### config.mk
export PLATFORM = sky130hd
export DESIGN_NAME = lcab_ctrl
export DESIGN_NICKNAME = d
export VERILOG_FILES = /design/src/design/lcab_pkg.sv /design/src/design/lcab_ctrl.sv
export SDC_FILE = /design/constraint.sdc
export NUM_CORES = 1
export LEC_CHECK = 0
export BUFFER_PORTS_ARGS = -buffer_cell sky130_fd_sc_hd__buf_2
export CORE_MARGIN = 4
export CORE_UTILIZATION = 53
export DETAILED_ROUTE_END_ITERATION = 16
export HOLD_SLACK_MARGIN = 0.02
export PLACE_DENSITY = 0.75
export REMOVE_ABC_BUFFERS = 1
export SYNTH_ARGS = -nofsm -noshare
export SYNTH_HDL_FRONTEND = slang
export SYNTH_SLANG_ARGS = --single-unit
### constraint.sdc
create_clock -name clock -period 3.65 [get_ports clock]
set_input_delay 0.73 -clock clock [delete_from_list [all_inputs] [get_ports clock]]
set_output_delay 0.73 -clock clock [all_outputs]
set_load 0.03 [all_outputs]
### src/design/lcab_pkg.sv
// ----------------------------------------------------------------------------
// lcab_pkg
// Shared constants, command codes and controller/datapath interface types
// for the binary-lifting lowest-common-ancestor engine.
// ----------------------------------------------------------------------------
package lcab_pkg;

   localparam int NODES_DEF   = 1024;
   localparam int LEVELS_DEF  = 10;

   localparam int FIELD_W     = 10;
   localparam int LEVEL_W     = 11;
   localparam int J_W         = 5;
   localparam int OP_W        = 4;
   localparam int RECIP_SHIFT = 20;

   localparam logic [LEVEL_W-1:0] LEVEL_MAX = 11'h7FF;

   localparam logic KIND_ATTACH = 1'b0;

   localparam logic [OP_W-1:0] OP_NONE      = 4'd0;
   localparam logic [OP_W-1:0] OP_LOAD      = 4'd1;
   localparam logic [OP_W-1:0] OP_RED_Q     = 4'd2;
   localparam logic [OP_W-1:0] OP_RED_R     = 4'd3;
   localparam logic [OP_W-1:0] OP_ATTACH    = 4'd4;
   localparam logic [OP_W-1:0] OP_QUERY     = 4'd5;
   localparam logic [OP_W-1:0] OP_A_LVL     = 4'd6;
   localparam logic [OP_W-1:0] OP_FILL      = 4'd7;
   localparam logic [OP_W-1:0] OP_Q_LVL     = 4'd8;
   localparam logic [OP_W-1:0] OP_LIFT      = 4'd9;
   localparam logic [OP_W-1:0] OP_LIFT_END  = 4'd10;
   localparam logic [OP_W-1:0] OP_HIT       = 4'd11;
   localparam logic [OP_W-1:0] OP_CLIMB     = 4'd12;
   localparam logic [OP_W-1:0] OP_CLIMB_END = 4'd13;
   localparam logic [OP_W-1:0] OP_FINAL     = 4'd14;

   typedef struct packed {
      logic [OP_W-1:0] op;
      logic [J_W-1:0]  idx;
      logic            pend;
   } lcab_cmd_type;

   typedef struct packed {
      logic kind;
      logic first_zero;
      logic nodes_eq;
      logic lift_bit;
   } lcab_sts_type;

endpackage

### src/design/lcab_ctrl.sv
// ----------------------------------------------------------------------------
// lcab_ctrl
// Sequencer for attach and query requests: issues one datapath command per
// cycle and steps the level index of the fill, lift and climb loops.
// ----------------------------------------------------------------------------
module lcab_ctrl #(
   parameter int LEVELS = lcab_pkg::LEVELS_DEF
) (
   input  logic                 clock,
   input  logic                 reset,
   input  logic                 start,
   output logic                 busy,
   input  lcab_pkg::lcab_sts_type sts,
   output lcab_pkg::lcab_cmd_type cmd
);
   import lcab_pkg::*;

   localparam logic [J_W-1:0] J_LAST = J_W'(LEVELS - 1);

   localparam logic [3:0] ST_IDLE      = 4'd0;
   localparam logic [3:0] ST_RED_Q     = 4'd1;
   localparam logic [3:0] ST_RED_R     = 4'd2;
   localparam logic [3:0] ST_DISPATCH  = 4'd3;
   localparam logic [3:0] ST_A_LVL     = 4'd4;
   localparam logic [3:0] ST_FILL      = 4'd5;
   localparam logic [3:0] ST_Q_LVL     = 4'd6;
   localparam logic [3:0] ST_LIFT      = 4'd7;
   localparam logic [3:0] ST_LIFT_END  = 4'd8;
   localparam logic [3:0] ST_CMP       = 4'd9;
   localparam logic [3:0] ST_CLIMB     = 4'd10;
   localparam logic [3:0] ST_CLIMB_END = 4'd11;
   localparam logic [3:0] ST_FINAL     = 4'd12;

   logic [3:0]     state_ff, state_in;
   logic [J_W-1:0] j_ff, j_in;
   logic           pend_ff, pend_in;
   logic [OP_W-1:0] op;

   always_comb begin
      state_in = state_ff;
      j_in     = j_ff;
      pend_in  = pend_ff;
      op       = OP_NONE;
      unique case (state_ff)
         ST_IDLE: begin
            if (start) begin
               op       = OP_LOAD;
               state_in = ST_RED_Q;
            end
         end
         ST_RED_Q: begin
            op       = OP_RED_Q;
            state_in = ST_RED_R;
         end
         ST_RED_R: begin
            op       = OP_RED_R;
            state_in = ST_DISPATCH;
         end
         ST_DISPATCH: begin
            if (sts.kind == KIND_ATTACH) begin
               if (sts.first_zero) begin
                  state_in = ST_IDLE;
               end else begin
                  op       = OP_ATTACH;
                  state_in = ST_A_LVL;
               end
            end else if (sts.nodes_eq) begin
               op       = OP_HIT;
               state_in = ST_IDLE;
            end else begin
               op       = OP_QUERY;
               state_in = ST_Q_LVL;
            end
         end
         ST_A_LVL: begin
            op = OP_A_LVL;
            if (LEVELS == 1) begin
               state_in = ST_IDLE;
            end else begin
               j_in     = J_W'(1);
               state_in = ST_FILL;
            end
         end
         ST_FILL: begin
            op = OP_FILL;
            if (j_ff == J_LAST) begin
               state_in = ST_IDLE;
            end else begin
               j_in = j_ff + J_W'(1);
            end
         end
         ST_Q_LVL: begin
            op       = OP_Q_LVL;
            j_in     = J_LAST;
            pend_in  = 1'b0;
            state_in = ST_LIFT;
         end
         ST_LIFT: begin
            op      = OP_LIFT;
            pend_in = sts.lift_bit;
            if (j_ff == '0) begin
               state_in = ST_LIFT_END;
            end else begin
               j_in = j_ff - J_W'(1);
            end
         end
         ST_LIFT_END: begin
            op       = OP_LIFT_END;
            state_in = ST_CMP;
         end
         ST_CMP: begin
            if (sts.nodes_eq) begin
               op       = OP_HIT;
               state_in = ST_IDLE;
            end else begin
               j_in     = J_LAST;
               pend_in  = 1'b0;
               state_in = ST_CLIMB;
            end
         end
         ST_CLIMB: begin
            op      = OP_CLIMB;
            pend_in = 1'b1;
            if (j_ff == '0) begin
               state_in = ST_CLIMB_END;
            end else begin
               j_in = j_ff - J_W'(1);
            end
         end
         ST_CLIMB_END: begin
            op       = OP_CLIMB_END;
            state_in = ST_FINAL;
         end
         ST_FINAL: begin
            op       = OP_FINAL;
            state_in = ST_IDLE;
         end
         default: begin
            state_in = ST_IDLE;
         end
      endcase
   end

   always_ff @(posedge clock) begin
      if (reset) begin
         state_ff <= ST_IDLE;
         j_ff     <= '0;
         pend_ff  <= 1'b0;
      end else begin
         state_ff <= state_in;
         j_ff     <= j_in;
         pend_ff  <= pend_in;
      end
   end

   assign busy     = (state_ff != ST_IDLE);
   assign cmd.op   = op;
   assign cmd.idx  = j_ff;
   assign cmd.pend = pend_ff;

   a_j_range: assert property (@(posedge clock) disable iff (reset)
      j_ff <= J_LAST)
      else $error("level index beyond table");

   a_fill_start: assert property (@(posedge clock) disable iff (reset)
      (state_ff == ST_FILL) |-> (j_ff != '0))
      else $error("fill pass at level zero");

endmodule

Yosys cells after proc, flatten, opt, wreduce, memory -nomap -nowiden
Cells that the tools add are included.

word-level totals
  flip-flop bits (word level) = 10
  input port bits = 7
  logic and storage cells = 54

cells by class
  add/sub/neg operators = 2
  equality and inequality tests = 20
  muxes and demuxes = 20
  reduce and logical (&&, ||, !) cells = 9

operator list
  cell                                               count
  case mux 4 bit (13 select lines)                   1
  case mux 4 bit (12 select lines)                   1
  2-to-1 mux 4 bit                                   9
  case mux 5 bit (5 select lines)                    1
  == test 4 bit (second input constant)              5
  == test 4 x 3 -> 1 bit (second input constant)     4
  2-to-1 mux 5 bit                                   3
  != test 2 bit (second input constant)              7
  == test 4 x 2 -> 1 bit (second input constant)     2
  AND reduction 4 bit                                2
  nonzero test 4 bit                                 2
  2-to-1 mux 3 bit                                   2
  adder 5 x 1 -> 5 bit (second input constant)       1
  == test 5 x 4 -> 1 bit (second input constant)     1
  logical NOT 5 bit                                  1
  nonzero test 5 bit                                 1
  subtractor 5 x 1 -> 5 bit (second input constant)  1
  == test 4 x 1 -> 1 bit (second input constant)     1
  logical NOT 4 bit                                  1
  case mux 1 bit (4 select lines)                    1
  2-to-1 mux 1 bit                                   2
  AND reduction 2 bit                                1
  OR reduction 2 bit                                 1

Logic depth before layout (Yosys ltp)
  depth after elaboration = 4
  gate-level depth with buffers = 10

Least setup slack after synthesis
OpenSTA, ideal clock, no wires.

  path kind = input -> output
  start point = in sts[1] (netlist bit)
  end point = out cmd[6] (netlist bit)
  arrival = 1.806 ns
  data required time = 2.920 ns
  setup slack = 1.114 ns
  cell stages on the path = 4
  buffers on the path = 1
  cell sequence = clkbuf_1 -> a311oi_1 -> a22o_1 -> a21oi_1

RTL lines
  element          RTL line         source
  start, declared  lcab_ctrl.sv:13  input lcab_pkg::lcab_sts_type sts,
  end, declared    lcab_ctrl.sv:14  output lcab_pkg::lcab_cmd_type cmd

Final worst setup path
  start point = reg state_ff[2]
  end point = reg j_ff[4]

between the ends
  word-level cells in the longest chain between the ends = 4
  elaborated cells on any way between the ends = 13
  classes of those cells = eq/ne (9); mux (1); reduce/logical (3)

ends and longest elaborated chain
  element                                                               RTL line          source
  start, declared                                                       lcab_ctrl.sv:34   logic [3:0] state_ff, state_in;
  start signal, assigned                                                lcab_ctrl.sv:150  state_ff <= state_in;
  == test 4 bit / == test 4 x 3 -> 1 bit (equally long branches)        lcab_ctrl.sv:44   unique case (state_ff)
  OR reduction 2 bit (no line)                                          -
  nonzero test 5 bit (no line) / != test 2 bit (equally long branches)  -
  AND reduction 4 bit (no line)                                         -
  end signal, assigned                                                  lcab_ctrl.sv:151  j_ff <= j_in;
  end, declared                                                         lcab_ctrl.sv:35   logic [J_W-1:0] j_ff, j_in;

Several ways; a longest one is shown, not always the timed one.
A chain may end at the register's enable or synchronous reset.

==> flow_metrics.py <==
metrics = {
    "timing": {
        "hold_viol": 0,
        "rsz0062_at_grt": "no",
        "final.period_utilization_pct": 77.2,
        "slew_headroom_pct": 46.4,
        "slew_viol_final": 0,
        "final.setup.tns_ns": 0,
        "finalSetupViolCount": 0,
        "holdWs_ns": 0.540,
        "worst_pin_slew_ns": 0.803,
        "fmax_mhz": 355,
        "skew_ns": 0.00142,
        "min_period_ns": 2.82,
    },
    "status": {
        "outcome": "finished, final reports clean",
    },
    "floorplan": {
        "dieArea_mm2": 0.00302,
        "io_pins": 18,
        "rows": 16,
        "initial_utilization_pct": 57.9,
        "core_area_mm2": 0.00202,
        "die_x_um": 55.0,
        "die_h_um": 55.0,
    },
    "cts": {
        "cts_setup_buffers": 0,
        "cts_resized": 0,
        "holdBufCountCts": 0,
        "cts_buffers": 3,
        "clock-sinks": 10,
        "h-tree-depth": 1,
        "cts_buffer_depth": 2,
        "clk_pin_slew_worst_paths_ns": 0.06,
        "clk_latency_ns": 0.26,
        "cts-root-buf": "clkbuf_4",
        "cts_tree": "done",
    },
    "grt": {
        "grt_antenna_before_repair": 0,
        "grt_pass1_wl_mm": 4.60,
        "grt.total_usage_pct": 20.9,
        "grt_pass1_vias": 1032,
        "grt-ovfl-total": 0,
        "grt_max_degree": 26,
    },
    "final_layout": {
        "area_growth_syn_to_layout_pct": 7.59,
        "final_util_pct": 62.3,
        "final_cell_area_mm2": 0.00126,
        "final_common_cell": "nand2_1",
        "nNetsFinal": 174,
        "n_antenna_cell": 0,
        "mostFrequentLayoutCells": "nand2_1, buf_2, a21oi_1",
        "layout-drive-gt1-share_pct": 23.6,
    },
    "synthesis": {
        "synth_edf_count": 0,
        "syn_inst": 152,
        "yosys_warnings": 0,
        "ys_seq_area_share_pct": 17.1,
        "synth.avg_cell_area_um2": 7.70,
        "synth-seq-cells": 10,
        "syn_area_mm2": 0.00117,
        "ys_async_sr_fraction_pct": 0,
        "synth_cell_types": 59,
        "yosys_most_used_dff": "dfxtp_1",
    },
    "pwr": {
        "p_leak_nw": 0.476,
        "p_per_area_mw_per_mm2": 343,
        "ir_drop_v": 0.000262,
        "p_total_mw": 0.432,
    },
    "worst_setup_path": {
        "worstPathArrival_ns": 2.95,
        "worstSetupStartpointType": "register",
        "path_cells": "and3b_1 > o21ai_4 > inv_4 > ha_1 > or2_2 > a21oi_1 > a211oi_1 > a221oi_2 > o311ai_1",
        "critPathRequiredTime_ns": 3.78,
        "r2r_start": "state_ff[2]$_SDFFE_PP0P_",
        "slowest_delay_ns": 0.76,
        "end_kind": "register",
        "cp_slowest_cell": "dfxtp_1",
        "crit_fanout": 20,
        "worst_r2r_endpoint": "j_ff[4]$_SDFFE_PP0P_",
        "r2r_slack_ns": 0.83,
        "crit_type": "register to register",
        "cp-startpoint": "state_ff[2]$_SDFFE_PP0P_",
        "r2r_cells": 9,
    },
    "routing": {
        "antenna_left": 0,
        "drt_first_pass_iters": 4,
        "drt-wirelength-per-cell_um": 15.0,
        "avgViaCountPerCell": 6.13,
        "first_iter_violations": 28,
        "drcViolationCount": 0,
        "wl_mm": 2.81,
        "vias": 1152,
    },
    "placed_design": {
        "gp_congestion": 0.839,
        "io_buffer_count": 17,
        "dp_hpwl_mm": 2.09,
        "placed_area_mm2": 0.00124,
    },
    "min_path": {
        "holdPathEnd": "pend_ff$_SDFFE_PP0P_",
        "worstHoldStart": "pend_ff$_SDFFE_PP0P_",
        "holdPathStages": 2,
        "worst_hold_path_type": "register to register",
    },
    "flow_run": {
        "cap_violations": 0,
    },
}
[flip-flops by register name, indices dropped and copies added (netlist names)]
signal	cells
j_ff	5
state_ff	4
pend_ff	1
[cell usage after synthesis, drive strengths merged (2+ instances only)]
master / count / share of area (%)
o21ai: 11 / 5.7
buf: 6 / 3.2
o22ai: 2 / 1.1
o31ai: 2 / 1.3
nor3b: 2 / 2.7
inv: 4 / 1.5
a31oi: 2 / 1.1
clkbuf: 6 / 1.9
nand2b: 7 / 3.7
and4bb: 2 / 2.1
dfxtp: 10 / 17
nand2: 20 / 6.4
a21oi: 12 / 5.1
nor2b: 6 / 3.2
a211o: 2 / 1.5
a211oi: 6 / 5.3
a21o: 2 / 1.3
nor2: 13 / 5.0
nor3: 2 / 0.86
a22o: 2 / 1.5
ha: 4 / 4.3
o211ai: 4 / 2.6
a311oi: 2 / 2.0
[how the worst max path moves through the flow]
stage	slack, ns	cells after the start	to
after floorplan	1.12	9	j_ff[4]$_SDFFE_PP0P_
after global placement	0.97	9	j_ff[3]$_SDFFE_PP0P_
after detailed placement	0.90	9	j_ff[4]$_SDFFE_PP0P_
after CTS	0.87	9	j_ff[4]$_SDFFE_PP0P_
after global routing	0.64	9	j_ff[4]$_SDFFE_PP0P_
final	0.83	9	j_ff[4]$_SDFFE_PP0P_
[power by group]
group	total (mW)	switching, mW	internal (mW)	leakage, nW
Combinational	0.202	0.121	0.0816	0.381
Clock	0.0715	0.0336	0.0379	0.0138
Sequential	0.158	0.0393	0.119	0.0815
Total	0.432	0.194	0.238	0.476
[through the flow]
step	worst slack [ns]	std cells
after floorplan	1.12	140
after global placement	0.974	185
after detailed placement	0.902	185
after global routing	0.643	188
final	0.832	188
after CTS	0.873	188
[cell families (layout without fill, tap and decap cells)]
group,count (synthesis),after routing,synth area share (%)
simple gates,61,61,30.4
buf+inv,16,25,6.63
compound gates,58,58,39.0
mux,2,2,1.82
fa+ha+maj,4,4,4.28
xor+xnor,1,1,0.749
flops,10,10,17.1
[final cells by class]
class / instances / area [um2]
Clock buffer: 3 / 22.5
Fill cell: 189 / 763
Inverter: 4 / 17.5
Multi-Input combinational cell: 126 / 892
Sequential cell: 10 / 200
Tap cell: 27 / 33.8
Timing Repair Buffer: 18 / 92.6
[routing by layer]
metal / vias to the layer above / track usage (%) / routed length, um
li1: 590 / - / -
met1: 536 / 27.8 / 1390
met2: 24 / 35.0 / 1300
met3: 2 / 1.61 / 100
met4: 0 / 7.69 / 27
met5: - / 0 / 0
[critical path, delay by kind of cell (launching register included)]
kind,cells,cell delay (ns)
flip-flops,1,0.76
AND/OR/NAND/NOR,2,0.76
AO/OA/AOI/OAI,5,0.70
buffers and inverters,1,0.18
adder cells (fa/ha/maj),1,0.28
(Power assumes the default switching activity.)
